[config.mk]
export PLATFORM = sky130hd
export DESIGN_NAME = peu_div
export DESIGN_NICKNAME = d
export VERILOG_FILES = /design/src/rtl/core/peu_pkg.sv /design/src/rtl/core/peu_div.sv
export SDC_FILE = /design/constraint.sdc
export NUM_CORES = 2
export LEC_CHECK = 0
export BUFFER_PORTS_ARGS = -buffer_cell sky130_fd_sc_hd__buf_2
export CORE_ASPECT_RATIO = 0.5
export CORE_UTILIZATION = 25
export CTS_CLUSTER_DIAMETER = 120
export CTS_CLUSTER_SIZE = 12
export DETAILED_ROUTE_END_ITERATION = 16
export GPL_ROUTABILITY_DRIVEN = 0
export PLACE_DENSITY = 0.4
export SLEW_MARGIN = 20
export SYNTH_ARGS = -nofsm -noshare
export SYNTH_HDL_FRONTEND = slang
export SYNTH_SLANG_ARGS = --single-unit
[constraint.sdc]
create_clock -name i_clk -period 3.6 [get_ports i_clk]
set_input_delay 0.72 -clock i_clk [delete_from_list [all_inputs] [get_ports i_clk]]
set_output_delay 0.72 -clock i_clk [all_outputs]
set_load 0.005 [all_outputs]
[src/rtl/core/peu_pkg.sv]
// peu_pkg: shared types, register indexes and the saturation helper
// for the particle step pipeline; no dependencies
package peu_pkg;

    localparam int unsigned DIV_STAGES = 16;
    localparam int unsigned CFG_IDX_W  = 3;
    // kinematics takes four stages, the age fraction path takes the divider
    // plus three blend stages; the difference is made up by a delay line
    localparam int unsigned KIN_DLY    = DIV_STAGES - 1;

    typedef enum logic [CFG_IDX_W-1:0] {
        CFG_TIME_STEP   = 3'd0,
        CFG_GRAVITY_X   = 3'd1,
        CFG_GRAVITY_Y   = 3'd2,
        CFG_GRAVITY_Z   = 3'd3,
        CFG_START_COLOR = 3'd4,
        CFG_END_COLOR   = 3'd5,
        CFG_START_SIZE  = 3'd6,
        CFG_END_SIZE    = 3'd7
    } t_cfg_idx;

    typedef struct packed {
        logic               alive_in;
        logic signed [31:0] life_in;
        logic [30:0]        initial_life;
        logic signed [31:0] vel_x_in;
        logic signed [31:0] vel_y_in;
        logic signed [31:0] vel_z_in;
        logic signed [31:0] pos_x_in;
        logic signed [31:0] pos_y_in;
        logic signed [31:0] pos_z_in;
    } t_in_item;

    typedef struct packed {
        logic               alive_out;
        logic signed [31:0] life_out;
        logic signed [31:0] vel_x_out;
        logic signed [31:0] vel_y_out;
        logic signed [31:0] vel_z_out;
        logic signed [31:0] pos_x_out;
        logic signed [31:0] pos_y_out;
        logic signed [31:0] pos_z_out;
        logic [63:0]        color_out;
        logic [15:0]        size_out;
    } t_out_item;

    // clamp a wide signed sum into q16.16 range
    function automatic logic signed [31:0] sat32(input logic signed [48:0] v);
        logic signed [31:0] r;
        if (v > 49'sd2147483647) begin
            r = 32'sh7fffffff;
        end else if (v < -49'sd2147483648) begin
            r = 32'sh80000000;
        end else begin
            r = v[31:0];
        end
        return r;
    endfunction

endpackage

[src/rtl/core/peu_div.sv]
// peu_div: pipelined restoring divider, one quotient bit per stage
// computes floor(num * 65536 / den) for num < den; depends on peu_pkg
module peu_div (
    input  logic        i_clk,
    input  logic [30:0] i_num,
    input  logic [30:0] i_den,
    output logic [15:0] o_quot
);

    localparam int unsigned N = peu_pkg::DIV_STAGES;

    logic [30:0] r_rem [N];
    logic [30:0] r_den [N];
    logic [15:0] r_q   [N];

    for (genvar s = 0; s < N; s++) begin : g_stage
        logic [30:0] w_rem_in;
        logic [30:0] w_den_in;
        logic [15:0] w_q_in;
        logic [31:0] w_shift;
        logic [31:0] w_trial;
        logic        w_ge;

        if (s == 0) begin : g_first
            assign w_rem_in = i_num;
            assign w_den_in = i_den;
            assign w_q_in   = '0;
        end else begin : g_next
            assign w_rem_in = r_rem[s-1];
            assign w_den_in = r_den[s-1];
            assign w_q_in   = r_q[s-1];
        end

        assign w_shift = {w_rem_in, 1'b0};
        assign w_ge    = w_shift >= {1'b0, w_den_in};
        assign w_trial = w_shift - {1'b0, w_den_in};

        always_ff @(posedge i_clk) begin
            r_rem[s] <= w_ge ? w_trial[30:0] : w_shift[30:0];
            r_den[s] <= w_den_in;
            r_q[s]   <= {w_q_in[14:0], w_ge};
        end
    end

    assign o_quot = r_q[N-1];

endmodule

Word level (Yosys, flattened, before mapping)
Memory sizes are Yosys's and may differ from the RTL's.
Cells that the tools add are included.
{ "totals": {"register_bits": 0, "ramBits": 1248, "in_bits": 63, "output_inout_bits": 16, "elab_cells": 51, "mem_count": 3} }
{ "op_classes": {"addsub": 16, "n_lt_le_gt_ge": 16, "n_mux": 16} }
{ "memory_table": {"columns": ["memory", "words", "word_bits", "read_ports", "rd_clocked_by_memory_dff", "write_ports", "line", "text"], "rows": [
  ["r_den", 16, 31, 15, 0, 16, "peu_div.sv:13", "logic [30:0] r_den [N];"],
  ["r_rem", 16, 31, 15, 0, 16, "peu_div.sv:12", "logic [30:0] r_rem [N];"],
  ["r_q", 16, 16, 16, 0, 16, "peu_div.sv:14", "logic [15:0] r_q [N];"]
]} }
{ "op_table": {"columns": ["op", "count"], "rows": [
  ["$ge 32x31->1", 16],
  ["$mux 31", 16],
  ["$sub 31x31->31", 16]
]} }

Logic depth before layout (Yosys ltp)
An unclocked memory read counts as a cell.
{ "logic_depth": {"depth_word": 3, "ltp_mapped": 14} }

Worst setup path before layout
No wires, ideal clock.
{ "synth_timing": {"kind": "input-to-reg", "startpoint": "input port i_den[0]", "endpoint": "memory r_rem[0][1]", "setup_ns": 0.121, "arrival_ns": 3.167, "required_time_ns": 3.479, "path_slack_ns": 0.312, "stages": 11, "n_path_buf": 1, "cell_sequence": "inv_1 -> fa_1 -> a21o_1 -> a21oi_1 -> o21ai_0 -> a31oi_1 -> nor2b_1 -> o41ai_1 -> a31oi_1 -> clkbuf_1 -> mux2_2"} }
{ "synth_rtl": {"columns": ["element", "line", "text"], "rows": [
  ["start, declared", "peu_div.sv:6", "input logic [30:0] i_den,"],
  ["end, declared", "peu_div.sv:12", null]
]} }

==> flow_metrics.env <==
export IMPL_final_nets=6399
export IMPL_htreeDepth=3
export IMPL_yosysUniqueCellTypes=86
export IMPL_die_width_microns=641
export IMPL_min_from="i_den[17]"
export IMPL_tightest_slew_ps=839
export IMPL_synth_seq_cells=1066
export IMPL_ant_nets=0
export IMPL_place_inst=8438
export IMPL_fp_dieH_microns=322
export IMPL_maxSlewHeadroom_pct=43.3
export IMPL_hold_path_class="in2reg"
export IMPL_cp_start_kind="register"
export IMPL_core_sq_um=202000
export IMPL_fin_tns_setup_ps=0
export IMPL_drive_above_1_share_pct=7.13
export IMPL_num_fill_cells=21400
export IMPL_p_per_area_nw_per_um2=965
export IMPL_async_flop_share_pct=0
export IMPL_hold_viol_final=0
export IMPL_p_leak_uw=0.0267
export IMPL_antennaDiodeCount=0
export IMPL_wire_per_inst_microns=14.1
export IMPL_ys_flop_type="dfxtp_1"
export IMPL_cts_tree="built"
export IMPL_crit_path_end_kind="register"
export IMPL_via_count=36700
export IMPL_synth_avg_cell_area_sq_um=9.07
export IMPL_synthMuxAreaShare_pct=2.59
export IMPL_vias_per_cell=4.30
export IMPL_antenna_found_initial=0
export IMPL_final_cell_area_sq_um=58300
export IMPL_root_buffer="clkbuf_16"
export IMPL_first_pass_iters=7
export IMPL_grt_overflow=0
export IMPL_cp_cell_sequence="inv_1 > fa_1 > a21o_1 > a21oi_2 > o2111a_2 > o211ai_1 > a31oi_2 > o21ai_1 > a21o_1 > a2111oi_4 > buf_12 > mux2_1"
export IMPL_yosys_area_share_simple_pct=10.9
export IMPL_drc=0
export IMPL_placed_cell_area_sq_um=55700
export IMPL_synth_top_family_by_area="compound AO/OA/AOI/OAI gates"
export IMPL_fmax_ghz=0.292
export IMPL_skew_ps=31.7
export IMPL_clk_path_buf_depth=3
export IMPL_grt_max_degree=53
export IMPL_synth_compound_area_share_pct=19.8
export IMPL_synth_edff_count=0
export IMPL_synthAdderAreaFrac_pct=12.7
export IMPL_cpPeakStageDelay_ps=430
export IMPL_area_growth_pct=14.0
export IMPL_worst_setup_path_type="reg2reg"
export IMPL_synth_warnings=0
export IMPL_numPortBuffers=78
export IMPL_syn_area_sq_um=51100
export IMPL_arrival_ps=4000
export IMPL_cp_startpoint="r_den[0][217]$_DFF_P_"
export IMPL_layout_min_cycle_time_ps=3430
export IMPL_fin_ws_ps=174
export IMPL_pre_cts_ws_ps=43.0
export IMPL_drt_wl_total_microns=121000
export IMPL_stdcell_count=8545
export IMPL_die_area_sq_um=206000
export IMPL_pin_count=79
export IMPL_ir_drop_mv=0.371
export IMPL_drtIter0Drc=1776
export IMPL_cts_hold_buffers_added=0
export IMPL_power_uw=56200
export IMPL_cp_slowest_cell="fa_1"
export IMPL_worstPathMaxFanout=20
export IMPL_num_rows=116
export IMPL_place_hpwl_microns=95300
export IMPL_required_ps=4180
export IMPL_cts_buffers=98
export IMPL_setup_viol=0
export IMPL_clock_sinks=1066
export IMPL_grtUsageTotal_pct=11.7
export IMPL_grt_pass1_wl_microns=197000
export IMPL_syn_num_nets=6209
export IMPL_maxCapViolations=0
export IMPL_grt_pass1_vias=37700
export IMPL_rr_startpoint="r_den[0][217]$_DFF_P_"
export IMPL_start_util_pct=25.4
export IMPL_insertion_delay_ps=720
export IMPL_synth_cells=5636
export IMPL_finalCritPeriodShare_pct=95.2
export IMPL_outcome="finished clean"
export IMPL_critPathMostFrequentCell="a21o_1"
export IMPL_seq_area_frac_synth_pct=41.8
export IMPL_clkTransAtPathRegs_ps=60
export IMPL_drv_slew=0
export IMPL_synth_xor_area_share_pct=6.84
flip-flops by register name, indices dropped and copies added (netlist names):
signal  cells
r_q       136
r_den     465
r_rem     465
kinds of logic (layout without fill, tap and decap cells):
kind of cell	count (synthesis)	after routing
AOI/OAI and AO/OA	1621	1621
and+or+nand+nor	1187	1187
DFF	1066	1066
buffers and inverters	735	930
adders and majority gates	510	510
xor gates and xnor gates	399	399
muxes	118	118
where the power goes:
part	internal (uW)	total, uW	switching, uW
combinational	13100	29000	15900
clock	4870	9400	4540
sequential	15700	17900	2130
layout make-up:
| type | count | area, sq um | share of cell area, % |
|---|---|---|---|
| clock buffer | 100 | 2490 | 4.27 |
| clock inverter | 5 | 70.1 | 0.120 |
| inverter | 619 | 2320 | 3.99 |
| multi-input combinational | 3835 | 27100 | 46.6 |
| sequential | 1066 | 21300 | 36.6 |
| tap | 2714 | 3400 | 5.83 |
| timing repair buffer | 206 | 1520 | 2.61 |
cell usage in the layout (no fill, tap or decap), types with 115 or more instances in the layout:
cell / count
nand2_1: 463
dfxtp_1: 1066
ha_1: 495
xor2_1: 164
a21o_1: 254
xnor2_1: 235
o21ai_1: 136
buf_4: 115
a21oi_1: 432
nor2_1: 259
inv_1: 618
o21ai_0: 341
final timing paths:
kind              slack [ps]  cells past startpoint              endpoint
setup / recovery         170                     12   r_rem[1][1]$_DFF_P_
setup reg to reg         170                     12   r_rem[1][1]$_DFF_P_
hold reg to reg          320                      0    r_q[15][2]$_DFF_P_
hold / removal           110                      1  r_den[0][17]$_DFF_P_
per-stage QoR:
stage / util (%) / hold WS [ps]
floorplan: - / 310
global placement: 27.6 / 310
detailed placement: 27.6 / 312
CTS: 28.9 / 35.2
global route: 28.9 / 58.1
finish: 28.9 / 115
routing by layer:
metal  global-route usage, %  vias up  wire length (microns)
li1                        -    19800                      -
met1                    15.8    16200                  62100
met2                    18.7      479                  50900
met3                    1.77      225                   3350
met4                    4.27        0                   4410
met5                       0        -                      0
critical path: cells and delay by family, from the launching register on:
family	cells	cell delay [ps]
compound gates	8	1830
fa+ha+maj	1	430
buf+inv	2	320
flops	1	360
mux	1	330
Yosys cell counts (27+ instances only):
cell	number	area (sq um)
a211oi_1	49	368
a21o_1	254	1910
a21oi_1	435	2180
a31oi_1	49	307
and3_1	50	313
clkbuf_1	85	319
dfxtp_1	1066	21300
ha_1	495	6190
inv_1	618	2320
mux2_1	58	653
mux2_2	57	642
nand2_1	464	1740
nand2b_1	49	307
nand3_1	88	440
nand4_1	64	400
nor2_1	259	972
nor2b_1	66	413
nor3_1	49	245
o211ai_1	27	203
o21a_1	68	510
o21ai_0	341	1710
o21ai_1	136	681
o21bai_1	55	413
o31ai_1	42	315
xnor2_1	235	2060
xor2_1	164	1440
what timing repair did:
item	4_1_cts	5_1_grt
buffers inserted	0	1
pin swaps	0	2
gates resized for setup	1	8
gates cloned	0	1
setup endpoints to repair	2	63
No activity file was read; power rests on OpenSTA's default activity.
